File: src/bwlp_pkg.sv
// Shared widths, fixed-point constants and unit request types for the Butterworth lowpass.
package bwlp_pkg;

  localparam int MacW  = 41;  // multiplier operand width, signed
  localparam int AccW  = 66;  // product accumulator width, signed
  localparam int DivNW = 66;  // divider dividend width
  localparam int DivDW = 40;  // divider divisor width
  localparam int FracW = 28;  // Q28 coefficient fraction
  localparam int PowW  = 36;  // width of wn powers and rounded products
  localparam int YW    = 24;  // Q1.23 output history

  localparam logic [30:0] TwoPiQ = 31'd1686629713;
  localparam logic [28:0] KQ     = 29'd350727825;
  localparam logic [31:0] PQ     = 32'd3665983898;

  typedef struct packed {
    logic                   start;
    logic                   sub;
    logic signed [MacW-1:0] a;
    logic signed [MacW-1:0] b;
    logic signed [AccW-1:0] init;
  } mac_req_t;

  typedef struct packed {
    logic             start;
    logic [DivNW-1:0] dividend;
    logic [DivDW-1:0] divisor;
  } div_req_t;

  typedef struct packed {
    logic busy;
    logic done;
  } unit_sts_t;

endpackage

File: src/bwlp_mac.sv
// Bit-serial signed multiply-accumulate: one multiplier bit per cycle.
module bwlp_mac (
  input  logic                                clk_i,
  input  logic                                rst_ni,
  input  bwlp_pkg::mac_req_t                  req_i,
  output bwlp_pkg::unit_sts_t                 sts_o,
  output logic signed [bwlp_pkg::AccW-1:0]    acc_o
);
  import bwlp_pkg::*;

  localparam int CntW = $clog2(MacW);

  logic signed [AccW-1:0] acc_q, a_q, term;
  logic [MacW-1:0]        b_q;
  logic [CntW-1:0]        cnt_q;
  logic                   busy_q, done_q, sub_q, last;

  assign last = (cnt_q == CntW'(MacW - 1));

  // The sign bit of b carries negative weight; sub flips every partial product.
  always_comb begin
    if (b_q[0]) begin
      term = (last ^ sub_q) ? -a_q : a_q;
    end else begin
      term = '0;
    end
  end

  always_ff @(posedge clk_i or negedge rst_ni) begin
    if (!rst_ni) begin
      busy_q <= 1'b0;
      done_q <= 1'b0;
      cnt_q  <= '0;
    end else begin
      done_q <= busy_q && last;
      if (req_i.start) begin
        busy_q <= 1'b1;
        cnt_q  <= '0;
      end else if (busy_q) begin
        cnt_q <= cnt_q + 1'b1;
        if (last) begin
          busy_q <= 1'b0;
        end
      end
    end
  end

  always_ff @(posedge clk_i) begin
    if (req_i.start) begin
      acc_q <= req_i.init;
      a_q   <= AccW'(req_i.a);
      b_q   <= req_i.b;
      sub_q <= req_i.sub;
    end else if (busy_q) begin
      acc_q <= acc_q + term;
      a_q   <= a_q <<< 1;
      b_q   <= b_q >> 1;
    end
  end

  assign sts_o.busy = busy_q;
  assign sts_o.done = done_q;
  assign acc_o      = acc_q;

endmodule

File: src/bwlp_div.sv
// Restoring unsigned divider: one quotient bit per cycle.
module bwlp_div (
  input  logic                          clk_i,
  input  logic                          rst_ni,
  input  bwlp_pkg::div_req_t            req_i,
  output bwlp_pkg::unit_sts_t           sts_o,
  output logic [bwlp_pkg::DivNW-1:0]    quo_o
);
  import bwlp_pkg::*;

  localparam int CntW = $clog2(DivNW);

  logic [DivDW-1:0] rem_q, dvs_q;
  logic [DivNW-1:0] quo_q;
  logic [CntW-1:0]  cnt_q;
  logic             busy_q, done_q, last, ge;
  logic [DivDW:0]   trial;
  logic [DivDW+1:0] diff;

  assign last  = (cnt_q == CntW'(DivNW - 1));
  assign trial = {rem_q, quo_q[DivNW-1]};
  assign diff  = {1'b0, trial} - {2'b00, dvs_q};
  assign ge    = !diff[DivDW+1];

  always_ff @(posedge clk_i or negedge rst_ni) begin
    if (!rst_ni) begin
      busy_q <= 1'b0;
      done_q <= 1'b0;
      cnt_q  <= '0;
    end else begin
      done_q <= busy_q && last;
      if (req_i.start) begin
        busy_q <= 1'b1;
        cnt_q  <= '0;
      end else if (busy_q) begin
        cnt_q <= cnt_q + 1'b1;
        if (last) begin
          busy_q <= 1'b0;
        end
      end
    end
  end

  always_ff @(posedge clk_i) begin
    if (req_i.start) begin
      rem_q <= '0;
      quo_q <= req_i.dividend;
      dvs_q <= req_i.divisor;
    end else if (busy_q) begin
      rem_q <= ge ? diff[DivDW-1:0] : trial[DivDW-1:0];
      quo_q <= {quo_q[DivNW-2:0], ge};
    end
  end

  assign sts_o.busy = busy_q;
  assign sts_o.done = done_q;
  assign quo_o      = quo_q;

endmodule

File: src/butterworth_lowpass4_iir.sv
// Fourth-order Butterworth lowpass top level: sequencer, history and stream ports.
// One sample is processed at a time, from input accept to output valid.
// Twelve products run through the bit-serial multiplier, and two quotients
// (cutoff scaling, output) through the restoring divider.
// A new sample is accepted only once the previous result has entered the output register.
// A finished result waits in the output register while the next sample is accepted.
// Reset (rst_ni low, asynchronous) clears both history lines and all handshake state.
module butterworth_lowpass4_iir #(
  parameter int SAMPLE_RATE = 48000,
  parameter int SAMPLE_BITS = 16
) (
  input  logic                                     clk_i,
  input  logic                                     rst_ni,
  input  logic                                     s_axis_tvalid,
  output logic                                     s_axis_tready,
  // [SAMPLE_BITS-1:0] sample_in, [SAMPLE_BITS+14:SAMPLE_BITS] cutoff_hz, zero fill above
  input  logic [((SAMPLE_BITS+15+7)/8)*8-1:0]      s_axis_tdata,
  output logic                                     m_axis_tvalid,
  input  logic                                     m_axis_tready,
  // [SAMPLE_BITS-1:0] sample_out, zero fill above
  output logic [((SAMPLE_BITS+7)/8)*8-1:0]         m_axis_tdata,
  // [0] saturated
  output logic                                     m_axis_tuser
);
  import bwlp_pkg::*;

  localparam int OutW = ((SAMPLE_BITS + 7) / 8) * 8;
  localparam int XsW  = SAMPLE_BITS + 4;
  localparam logic [17:0] HalfSr = 18'(SAMPLE_RATE / 2);
  localparam logic [17:0] Rate   = 18'(SAMPLE_RATE);
  localparam logic signed [MacW-1:0] OneQ  = MacW'(64'sd268435456);
  localparam logic signed [AccW-1:0] HalfQ = AccW'(64'sd134217728);
  localparam logic [DivNW-1:0] YMaxQ = DivNW'(64'd8388607);
  localparam logic [DivNW-1:0] YMinQ = DivNW'(64'd8388608);
  localparam logic signed [YW-1:0] YMax = 24'sh7FFFFF;
  localparam logic signed [YW-1:0] YMin = 24'sh800000;

  localparam logic [2:0] ST_IDLE   = 3'd0;
  localparam logic [2:0] ST_LAUNCH = 3'd1;
  localparam logic [2:0] ST_WAIT   = 3'd2;
  localparam logic [2:0] ST_COEF   = 3'd3;
  localparam logic [2:0] ST_OUT    = 3'd4;

  localparam logic [3:0] OP_U_MUL = 4'd0;
  localparam logic [3:0] OP_U_DIV = 4'd1;
  localparam logic [3:0] OP_U2    = 4'd2;
  localparam logic [3:0] OP_U3    = 4'd3;
  localparam logic [3:0] OP_U4    = 4'd4;
  localparam logic [3:0] OP_KW    = 4'd5;
  localparam logic [3:0] OP_PW2   = 4'd6;
  localparam logic [3:0] OP_KW3   = 4'd7;
  localparam logic [3:0] OP_NFF   = 4'd8;
  localparam logic [3:0] OP_NC    = 4'd9;
  localparam logic [3:0] OP_ND    = 4'd10;
  localparam logic [3:0] OP_NE    = 4'd11;
  localparam logic [3:0] OP_NF    = 4'd12;
  localparam logic [3:0] OP_Y_DIV = 4'd13;

  logic [2:0] state_q, state_d;
  logic [3:0] step_q, step_d;

  logic signed [SAMPLE_BITS-1:0] x_q;
  logic [14:0]                   fc_q;
  logic [PowW-1:0]               u_q, u2_q, u3_q, u4_q, kw_q, pw2_q, kw3_q;
  logic signed [MacW-1:0]        c_q, d_q, e_q, f_q, g_q;
  logic                          neg_q;
  logic signed [SAMPLE_BITS-1:0] xh_q [4];
  logic signed [YW-1:0]          yh_q [4];
  logic                          m_valid_q;
  logic [SAMPLE_BITS-1:0]        m_data_q;
  logic                          m_sat_q;

  mac_req_t               mac_req;
  div_req_t               div_req;
  unit_sts_t              mac_sts, div_sts;
  logic signed [AccW-1:0] mac_acc;
  logic [DivNW-1:0]       div_quo;

  logic                   is_div, unit_done, out_load, in_acc;
  logic [17:0]            fc_c;
  logic [PowW-1:0]        rnd;
  logic signed [XsW-1:0]  xs;
  logic signed [27:0]     xsc;
  logic signed [MacW-1:0] kw_s, pw2_s, kw3_s, w4_s;
  logic signed [MacW-1:0] c_c, d_c, e_c, f_c, g_c;
  logic [AccW-1:0]        mag;
  logic signed [YW-1:0]   y_c;
  logic                   sat_c;

  bwlp_mac u_mac (
    .clk_i  (clk_i),
    .rst_ni (rst_ni),
    .req_i  (mac_req),
    .sts_o  (mac_sts),
    .acc_o  (mac_acc)
  );

  bwlp_div u_div (
    .clk_i  (clk_i),
    .rst_ni (rst_ni),
    .req_i  (div_req),
    .sts_o  (div_sts),
    .quo_o  (div_quo)
  );

  assign in_acc    = s_axis_tvalid && s_axis_tready;
  assign is_div    = (step_q == OP_U_DIV) || (step_q == OP_Y_DIV);
  assign unit_done = is_div ? div_sts.done : mac_sts.done;
  assign rnd       = mac_acc[FracW+PowW-1:FracW];
  assign out_load  = (state_q == ST_OUT) && (!m_valid_q || m_axis_tready);

  // Clamp the cutoff to 1 Hz .. SAMPLE_RATE/2.
  always_comb begin
    if (fc_q == '0) begin
      fc_c = 18'd1;
    end else if (18'(fc_q) > HalfSr) begin
      fc_c = HalfSr;
    end else begin
      fc_c = 18'(fc_q);
    end
  end

  assign xs  = XsW'(x_q) + ((XsW'(xh_q[0]) + XsW'(xh_q[2])) <<< 2)
             + (XsW'(xh_q[1]) <<< 2) + (XsW'(xh_q[1]) <<< 1) + XsW'(xh_q[3]);
  assign xsc = 28'(xs) <<< (YW - SAMPLE_BITS);

  assign kw_s  = $signed({5'b0, kw_q});
  assign pw2_s = $signed({5'b0, pw2_q});
  assign kw3_s = $signed({5'b0, kw3_q});
  assign w4_s  = $signed({5'b0, u4_q});

  assign c_c = (OneQ <<< 4) - (kw_s <<< 4) + pw2_s - (kw3_s <<< 2) + w4_s;
  assign d_c = (kw_s <<< 5) - (OneQ <<< 6) - (kw3_s <<< 3) + (w4_s <<< 2);
  assign e_c = (OneQ <<< 6) + (OneQ <<< 5) - (pw2_s <<< 1) + (w4_s <<< 2) + (w4_s <<< 1);
  assign f_c = (kw3_s <<< 3) - (OneQ <<< 6) - (kw_s <<< 5) + (w4_s <<< 2);
  assign g_c = (OneQ <<< 4) + (kw_s <<< 4) + pw2_s + (kw3_s <<< 2) + w4_s;

  assign mag = mac_acc[AccW-1] ? AccW'(-mac_acc) : AccW'(mac_acc);

  always_comb begin
    mac_req       = '0;
    mac_req.start = (state_q == ST_LAUNCH) && !is_div;
    mac_req.init  = HalfQ;
    case (step_q)
      OP_U_MUL: begin
        mac_req.a    = MacW'($signed({1'b0, TwoPiQ}));
        mac_req.b    = MacW'($signed({1'b0, fc_c}));
        mac_req.init = AccW'($signed({1'b0, HalfSr}));
      end
      OP_U2: begin
        mac_req.a = MacW'($signed({1'b0, u_q}));
        mac_req.b = MacW'($signed({1'b0, u_q}));
      end
      OP_U3: begin
        mac_req.a = MacW'($signed({1'b0, u2_q}));
        mac_req.b = MacW'($signed({1'b0, u_q}));
      end
      OP_U4: begin
        mac_req.a = MacW'($signed({1'b0, u2_q}));
        mac_req.b = MacW'($signed({1'b0, u2_q}));
      end
      OP_KW: begin
        mac_req.a = MacW'($signed({1'b0, KQ}));
        mac_req.b = MacW'($signed({1'b0, u_q}));
      end
      OP_PW2: begin
        mac_req.a = MacW'($signed({1'b0, PQ}));
        mac_req.b = MacW'($signed({1'b0, u2_q}));
      end
      OP_KW3: begin
        mac_req.a = MacW'($signed({1'b0, KQ}));
        mac_req.b = MacW'($signed({1'b0, u3_q}));
      end
      OP_NFF: begin
        mac_req.a    = w4_s;
        mac_req.b    = MacW'(xsc);
        mac_req.init = '0;
      end
      OP_NC: begin
        mac_req.a    = c_q;
        mac_req.b    = MacW'(yh_q[3]);
        mac_req.init = mac_acc;
        mac_req.sub  = 1'b1;
      end
      OP_ND: begin
        mac_req.a    = d_q;
        mac_req.b    = MacW'(yh_q[2]);
        mac_req.init = mac_acc;
        mac_req.sub  = 1'b1;
      end
      OP_NE: begin
        mac_req.a    = e_q;
        mac_req.b    = MacW'(yh_q[1]);
        mac_req.init = mac_acc;
        mac_req.sub  = 1'b1;
      end
      OP_NF: begin
        mac_req.a    = f_q;
        mac_req.b    = MacW'(yh_q[0]);
        mac_req.init = mac_acc;
        mac_req.sub  = 1'b1;
      end
      default: begin
        mac_req.a = '0;
        mac_req.b = '0;
      end
    endcase
  end

  always_comb begin
    div_req       = '0;
    div_req.start = (state_q == ST_LAUNCH) && is_div;
    if (step_q == OP_Y_DIV) begin
      // Round half away from zero: add half the divisor to the magnitude.
      div_req.dividend = DivNW'(mag) + DivNW'(g_q[DivDW-1:1]);
      div_req.divisor  = g_q[DivDW-1:0];
    end else begin
      div_req.dividend = DivNW'(mac_acc);
      div_req.divisor  = DivDW'(Rate);
    end
  end

  always_comb begin
    sat_c = 1'b0;
    if (!neg_q && (div_quo > YMaxQ)) begin
      y_c   = YMax;
      sat_c = 1'b1;
    end else if (neg_q && (div_quo > YMinQ)) begin
      y_c   = YMin;
      sat_c = 1'b1;
    end else if (neg_q) begin
      y_c = -$signed(div_quo[YW-1:0]);
    end else begin
      y_c = $signed(div_quo[YW-1:0]);
    end
  end

  always_comb begin
    state_d = state_q;
    step_d  = step_q;
    case (state_q)
      ST_IDLE: begin
        if (in_acc) begin
          state_d = ST_LAUNCH;
          step_d  = OP_U_MUL;
        end
      end
      ST_LAUNCH: begin
        state_d = ST_WAIT;
      end
      ST_WAIT: begin
        if (unit_done) begin
          if (step_q == OP_KW3) begin
            state_d = ST_COEF;
          end else if (step_q == OP_Y_DIV) begin
            state_d = ST_OUT;
          end else begin
            state_d = ST_LAUNCH;
            step_d  = step_q + 1'b1;
          end
        end
      end
      ST_COEF: begin
        state_d = ST_LAUNCH;
        step_d  = OP_NFF;
      end
      ST_OUT: begin
        if (out_load) begin
          state_d = ST_IDLE;
        end
      end
      default: begin
        state_d = ST_IDLE;
      end
    endcase
  end

  always_ff @(posedge clk_i or negedge rst_ni) begin
    if (!rst_ni) begin
      state_q   <= ST_IDLE;
      step_q    <= OP_U_MUL;
      m_valid_q <= 1'b0;
      for (int i = 0; i < 4; i++) begin
        xh_q[i] <= '0;
        yh_q[i] <= '0;
      end
    end else begin
      state_q <= state_d;
      step_q  <= step_d;
      if (out_load) begin
        m_valid_q <= 1'b1;
        xh_q[0]   <= x_q;
        yh_q[0]   <= y_c;
        for (int i = 1; i < 4; i++) begin
          xh_q[i] <= xh_q[i-1];
          yh_q[i] <= yh_q[i-1];
        end
      end else if (m_axis_tready) begin
        m_valid_q <= 1'b0;
      end
    end
  end

  always_ff @(posedge clk_i) begin
    if (in_acc) begin
      x_q  <= $signed(s_axis_tdata[SAMPLE_BITS-1:0]);
      fc_q <= s_axis_tdata[SAMPLE_BITS+14:SAMPLE_BITS];
    end
    if (state_q == ST_WAIT && unit_done) begin
      case (step_q)
        OP_U_DIV: u_q   <= div_quo[PowW-1:0];
        OP_U2:    u2_q  <= rnd;
        OP_U3:    u3_q  <= rnd;
        OP_U4:    u4_q  <= rnd;
        OP_KW:    kw_q  <= rnd;
        OP_PW2:   pw2_q <= rnd;
        OP_KW3:   kw3_q <= rnd;
        OP_NF:    neg_q <= mac_acc[AccW-1];
        default: begin
        end
      endcase
    end
    if (state_q == ST_COEF) begin
      c_q <= c_c;
      d_q <= d_c;
      e_q <= e_c;
      f_q <= f_c;
      g_q <= g_c;
    end
    if (out_load) begin
      m_data_q <= y_c[YW-1:YW-SAMPLE_BITS];
      m_sat_q  <= sat_c;
    end
  end

  assign s_axis_tready = (state_q == ST_IDLE);
  assign m_axis_tvalid = m_valid_q;
  assign m_axis_tdata  = OutW'(m_data_q);
  assign m_axis_tuser  = m_sat_q;

`ifndef SYNTH
  a_accept_starts: assert property (@(posedge clk_i) disable iff (!rst_ni)
    in_acc |=> !s_axis_tready)
    else $error("accepted request did not start the sequencer");

  a_units_exclusive: assert property (@(posedge clk_i) disable iff (!rst_ni)
    !(mac_sts.busy && div_sts.busy))
    else $error("multiplier and divider busy together");

  a_result_from_out: assert property (@(posedge clk_i) disable iff (!rst_ni)
    $rose(m_axis_tvalid) |-> $past(state_q == ST_OUT))
    else $error("result appeared outside the output step");

  a_ready_idle_units: assert property (@(posedge clk_i) disable iff (!rst_ni)
    s_axis_tready |-> (!mac_sts.busy && !div_sts.busy))
    else $error("input ready while an arithmetic unit is busy");
`endif

endmodule
File: config.mk
export PLATFORM = sky130hd
export DESIGN_NAME = butterworth_lowpass4_iir
export DESIGN_NICKNAME = d
export VERILOG_FILES = /design/src/bwlp_pkg.sv /design/src/bwlp_mac.sv /design/src/bwlp_div.sv /design/src/butterworth_lowpass4_iir.sv
export SDC_FILE = /design/constraint.sdc
export NUM_CORES = 2
export LEC_CHECK = 0
export BUFFER_PORTS_ARGS = -buffer_cell sky130_fd_sc_hd__buf_2
export CORE_MARGIN = 2
export CORE_UTILIZATION = 55
export CTS_BUF_LIST = sky130_fd_sc_hd__clkbuf_8
export DETAILED_ROUTE_END_ITERATION = 7
export PLACE_DENSITY = 0.71
export SYNTH_ARGS = -nofsm -noshare
export SYNTH_HDL_FRONTEND = slang
export SYNTH_SLANG_ARGS = --single-unit
File: constraint.sdc
create_clock -name clk_i -period 7.09 [get_ports clk_i]
set_input_delay 1.0635 -clock clk_i [delete_from_list [all_inputs] [get_ports clk_i]]
set_output_delay 1.0635 -clock clk_i [all_outputs]
set_load 0.05 [all_outputs]
After elaboration in Yosys (flattened, before gate mapping)
Cells that the tools add are included.
{"block": "op_classes", "n_eq_ne": 25, "magnitude_cmp": 3, "muxes": 46, "div": 0, "bitwise": 1, "mul": 0, "reduce_logical": 34, "add_sub_neg": 31, "n_shift": 0}
{"operator": "$pmux 82 s12", "count": 1}
{"operator": "$mux 66", "count": 9}
{"operator": "$pmux 66 s3", "count": 1}
{"operator": "$neg 66->66", "count": 2}
{"operator": "$mux 106", "count": 1}
{"operator": "$add 41x37->41", "count": 2}
{"operator": "$add 41x39->41", "count": 2}
{"operator": "$mux 41", "count": 2}
{"operator": "$add 40x37->40", "count": 2}
{"operator": "$mux 24", "count": 3}
{"operator": "$add 66x39->66", "count": 1}
{"operator": "$add 66x66->66", "count": 1}
{"operator": "$gt 66x23->1 const B", "count": 1}
{"operator": "$gt 66x24->1 const B", "count": 1}
{"operator": "$sub 41x40->42", "count": 1}
{"operator": "$add 40x38->41", "count": 1}
{"operator": "$sub 33x40->41 const A", "count": 1}
{"operator": "$sub 40x41->41", "count": 1}
{"operator": "$sub 41x36->41 const B", "count": 1}
{"operator": "$sub 41x39->41", "count": 1}
{"operator": "$sub 41x40->41", "count": 1}
{"operator": "$add 33x40->40 const A", "count": 1}
{"operator": "$add 38x39->40", "count": 1}
{"operator": "$add 40x39->40", "count": 1}
{"operator": "46 further kinds", "count": 101}
{"block": "word_totals", "inputBits": 36, "elab_cells": 181, "memories": 0, "mem_bits_rw": 0, "mem_bits_ro": 0, "register_bits": 1010, "latchBits": 0}

Logic depth before layout (Yosys ltp)
{"block": "depth", "ltp_word": 7, "mapped_depth": 23}

By module
Synthesis repeated with hierarchy kept, for this count alone.
{"block": "hier_totals", "cells_unflattened": 7224, "hier_area_um2": 72883.7}
{"mod": "butterworth_lowpass4_iir", "cells_each": 5016, "n_inst": 1, "area_per_inst_um2": 50759.9}
{"mod": "bwlp_mac", "cells_each": 1385, "n_inst": 1, "area_per_inst_um2": 13347.8}
{"mod": "bwlp_div", "cells_each": 823, "n_inst": 1, "area_per_inst_um2": 8775.9}

Worst setup path after synthesis
OpenSTA, ideal clock, no wires.
{"block": "synth_path", "kind": "register to register", "start": "reg step_q[1]", "end": "reg u_mac.acc_q[0] (netlist: u_mac.acc_o[0]), enable pin", "n_path_buf": 3, "synth_period_minus_slack_ns": 6.928, "arrival_time_ns": 6.347, "required_time_ns": 6.509, "slack_ns": 0.162, "path_stages_with_launch": 9, "setup_time_ns": 0.581, "path_cell_list": "dfrtp_1 > inv_1 > ha_1 > clkbuf_1 > and2_1 > clkbuf_1 > buf_1 > or3_1 > o21ai_0"}
{"block": "synth_between", "elab_chain_cells": 6}
{"element": "start, declared", "line": "butterworth_lowpass4_iir.sv:60", "text": "logic [3:0] step_q, step_d;"}
{"element": "start signal, assigned", "line": "butterworth_lowpass4_iir.sv:289", "text": "step_q <= step_d;"}
{"element": "$eq 4x1->1 or $eq 4x4->1 (tied branches)", "line": "butterworth_lowpass4_iir.sv:107", "text": "assign is_div = (step_q == OP_U_DIV) || (step_q == OP_Y_DIV);"}
{"element": "$logic_or 1x1->1", "line": "butterworth_lowpass4_iir.sv:107"}
{"element": "$logic_not 1->1", "line": "butterworth_lowpass4_iir.sv:142", "text": "mac_req.start = (state_q == ST_LAUNCH) && !is_div;"}
{"element": "$logic_and 1x1->1", "line": "butterworth_lowpass4_iir.sv:142"}
{"element": "$ne 2x2->1 (no source line) or $reduce_bool 2->1 (tied branches)"}
{"element": "$reduce_and 2->1 (no source line) (*)"}
{"element": "end signal, assigned", "line": "bwlp_mac.sv:50", "text": "acc_q <= req_i.init;"}
{"element": "end signal, assigned", "line": "bwlp_mac.sv:55", "text": "acc_q <= acc_q + term;"}
{"element": "end, declared", "line": "bwlp_mac.sv:13", "text": "logic signed [AccW-1:0] acc_q, a_q, term;"}
Every way passes the cells marked *; elsewhere a longest branch is shown, timed or not.
A chain may end at the register's enable or synchronous reset.

Final worst setup path
{"block": "layout_path", "start": "reg xh_q[17] in the netlist's numbering", "end": "reg u_mac.b_q[30], data pin"}
{"block": "layout_between", "elab_chain_cells": 7}
{"element": "start, declared", "line": "butterworth_lowpass4_iir.sv:67", "text": "logic signed [SAMPLE_BITS-1:0] xh_q [4];"}
{"element": "start signal, assigned by index", "line": "butterworth_lowpass4_iir.sv:295", "text": "xh_q[i] <= xh_q[i-1];"}
{"element": "$add 16x16->17", "line": "butterworth_lowpass4_iir.sv:123", "text": "assign xs = XsW'(x_q) + ((XsW'(xh_q[0]) + XsW'(xh_q[2])) <<< 2)"}
{"element": "$add 16x19->20", "line": "butterworth_lowpass4_iir.sv:123"}
{"element": "$add 20x18->20", "line": "butterworth_lowpass4_iir.sv:124", "text": "+ (XsW'(xh_q[1]) <<< 2) + (XsW'(xh_q[1]) <<< 1) + XsW'(xh_q[3]);"}
{"element": "$add 20x17->20", "line": "butterworth_lowpass4_iir.sv:124"}
{"element": "$add 20x16->20", "line": "butterworth_lowpass4_iir.sv:124"}
{"element": "$pmux 82 s12", "line": "butterworth_lowpass4_iir.sv:144", "text": "case (step_q)"}
{"element": "$mux 41", "line": "bwlp_mac.sv:49", "text": "if (req_i.start) begin"}
{"element": "end signal, assigned", "line": "bwlp_mac.sv:52", "text": "b_q <= req_i.b;"}
{"element": "end signal, assigned", "line": "bwlp_mac.sv:57", "text": "b_q <= b_q >> 1;"}
{"element": "end, declared", "line": "bwlp_mac.sv:14", "text": "logic [MacW-1:0] b_q;"}
No other way between the ends.

==> key figures <==
Timing
  • Setup TNS: 0 ns
  • Final period utilization: 93.6%
  • Min Tclk post-route: 6.64 ns
  • Worst Skew: 0.0624 ns
  • Final Hold Slack: 0.236 ns
  • Fmax: 0.151 GHz
  • Worst-margin pin slew: 1.24 ns
  • Max_slew headroom: 16.7%
  • Final Setup Violations: 0
  • Pins Over Slew Limit: 0
  • Unrepaired setup endpoints after global routing: false
  • Final hold vios: 0

Logic synthesis
  • Synth area leaders: edfxtp_1, ha_1, fa_1
  • Most used flip-flop cell after synthesis: edfxtp_1
  • Top cells by count, synth: nand2_1, edfxtp_1, inv_1, ha_1, a21oi_1
  • EDFF count, synth: 775
  • Share of the synthesized area in the top cell type: 32.7%
  • Syn Inst Count: 7130
  • Synth unique cells: 105
  • Post-synth top area cell: edfxtp_1
  • Syn_area_per_cell: 9.98 um^2
  • Post-Syn Nets: 7973
  • Synth warnings: 0
  • Ys async rst share: 18.5%
  • Synthesized area: 71100 um^2
  • Register area share after synthesis: 40.3%
  • Most common cell in the synthesized netlist: nand2_1
  • Seq cells post-synth: 1000

Clocking
  • CTS tree: done
  • Longest Clk Path Bufs: 3
  • Worst-path clk slew: 0.07 ns
  • Postcts setup bufs: 0
  • # hold bufs at CTS: 0
  • Skew-Pair Late Insertion Delay: 0.95 ns
  • H-tree depth: 4
  • Root buffer cell: clkbuf_8
  • Num CTS Buffers: 178
  • Post-CTS Resized: 0
  • CTS Sinks: 1000

Power and ir drop
  • Design Power: 23300 uW
  • PD cells: 302 nW/um^2
  • Internal power: 13700 uW
  • Power share of the sequential group: 38.8%
  • Peak VDD IR: 0.200 mV
  • Comb pwr share: 37.0%
  • Clock share of power: 24.2%
  • Psw: 9530 uW
  • Switching part of the total: 41.0%
  • Leak: 0.0327 uW

GRT
  • Largest net degree at the start of global routing: 122
  • Initial antenna violation count: 12
  • Total track usage: 33.7%
  • Grt ovf: 0
  • Number of global-route vias before repair: 54.9k
  • First-pass GRT wire length: 337000 um

Final layout
  • Area Overhead vs Synth: 8.27%
  • Layout cells sized above 1: 6.83%
  • Final nets: 8012
  • Register area: 28700 um^2
  • Multi-input gate area: 39400 um^2
  • Filler Cells Inserted: 10.9k

Detailed routing
  • Wl on met1: 89600 um
  • Total number of vias: 57.5k
  • Pre-antenna DRT Iters: 8
  • Via-to-Cell Ratio: 6.35
  • Met2 wire len: 100000 um
  • Initial DRC Count: 7344
  • WL/cell: 24.8 um
  • DR top layer: met5
  • Antenna violation net count after detailed routing: 0
  • # DRC: 0
  • Met3 routed WL: 21500 um
  • DRT Wirelength: 224000 um

Job
  • Max_cap viols: 0

Worst setup path
  • Worst path required time: 7.70 ns
  • Setup crit start kind: flop
  • Crit end category: flop
  • Setup CP Type: flop to flop
  • CP arrival: 7.25 ns
  • CP max FO: 14

Floorplan
  • Die Span X: 364 um
  • Core box area: 128000 um^2
  • I/O pins: 55
  • Row count: 131
  • Initial core utilization: 55.6%
  • Chip Height: 364 um
  • Die area: 132000 um^2

Placed design
  • HPWL Detailed: 169000 um
  • Buffers added on ports: 53
  • Final GP Congestion: 1.03

Min path
  • Hold WC Path Type: input pin to async pin

Outcome
  • Status: finished, final reports clean
## cell families (layout without fill, tap and decap cells)
family,count (synthesis),in the layout,synth area share (%)
xor gates and xnor gates,464,464,5.71
muxes,56,56,0.832
and+or+nand+nor,2157,2157,14.6
adders and majority gates,807,807,17.3
AOI/OAI and AO/OA,1806,1806,16.8
other,0,12,0
DFF,1000,1000,40.3
buffers and inverters,840,1030,4.45
## sequential cells by signal, summed over array words and instances (netlist names), 37 cells and up
signal	cells
c_q	41
d_q	39
e_q	39
f_q	37
g_q	38
u_div.dvs_q	40
u_div.quo_o	66
u_div.rem_q	40
u_mac.a_q	66
u_mac.acc_o	66
u_mac.b_q	41
xh_q	64
yh_q	96
## worst paths after layout
kind | startpoint | endpoint | slack [ns] | cells past startpoint
min in group clk_i | s_axis_tdata[8] | x_q[8] | 0.28 | 1
min reg2reg | yh_q[32] | yh_q[8] | 0.45 | 2
max | xh_q[17] | u_mac.b_q[30] | 0.45 | 21
max reg2reg | xh_q[17] | u_mac.b_q[30] | 0.45 | 21
max in group asynchronous | rst_ni | u_div.busy_q | 5.23 | 2
min | rst_ni | xh_q[25] | 0.24 | 1
## power by group through the flow
stage	Sequential, uW	Clock (uW)	Combinational, uW
4_1_cts	8980	5670	8440
2_1_floorplan	8420	0	6180
3_3_place_gp	9060	0	8300
3_5_place_dp	9090	0	8380
6_report	9030	5620	8610
5_1_grt	9060	5910	9390
## layout make-up
class / count / area share, %
inverter: 557 / 2.72
sequential: 1000 / 37.3
clock buffer: 185 / 3.31
multi-input combinational: 5290 / 51.2
tap: 1729 / 2.81
antenna: 12 / 0.0390
timing repair buffer: 142 / 1.26
clock inverter: 146 / 1.41
## worst max-delay path: stages, from the launching register on
cell      delay, ns
dfrtp_1        0.42
ha_1           0.31
a21o_1         0.16
a21oi_1        0.22
o21bai_1       0.10
a21oi_1        0.21
o21ai_0        0.21
a211oi_1       0.54
nor3_1         0.17
or3_1          0.35
a21oi_1        0.19
xnor2_1        0.10
fa_1           0.39
fa_1           0.47
ha_1           0.24
xnor2_1        0.20
xnor2_1        0.16
or4_1          0.42
o211ai_1       0.23
xor2_1         0.53
o31a_1         0.52
o211ai_1       0.18
## cell usage in the layout (no fill, tap or decap), types with 62 or more instances in the layout
| cell | n |
|---|---|
| nand2b_1 | 73 |
| nand2_1 | 799 |
| inv_1 | 612 |
| xnor2_1 | 292 |
| edfxtp_1 | 775 |
| dfrtp_1 | 184 |
| a222oi_1 | 62 |
| buf_4 | 87 |
| ha_1 | 517 |
| nor3_1 | 148 |
| a21o_1 | 181 |
| and2_1 | 130 |
| fa_1 | 290 |
| and3_1 | 76 |
| a21oi_1 | 440 |
| a22oi_1 | 86 |
| o21ai_0 | 374 |
| nor2_1 | 406 |
| nand3_1 | 138 |
| a31oi_1 | 99 |
| clkbuf_8 | 186 |
| xor2_1 | 170 |
| nand4_1 | 72 |
## per-layer routing
metal,vias up,GRT usage (%)
met3,609,6.11
met4,4,17.9
met5,-,0
li1,26000,-
met1,28100,45.3
met2,2903,52.3
## metrics by stage
stage	utilization (%)	setup slack, ns	cell area [um^2]	std cells
floorplan	-	0.162	71100	7130
global placement	57.3	0.638	73400	8718
detailed placement	57.3	0.598	73400	8718
CTS	60.1	0.529	77000	9049
global route	60.1	0.0904	77000	9052
finish	60.2	0.452	77000	9061
No activity file was read; power rests on OpenSTA's default activity.
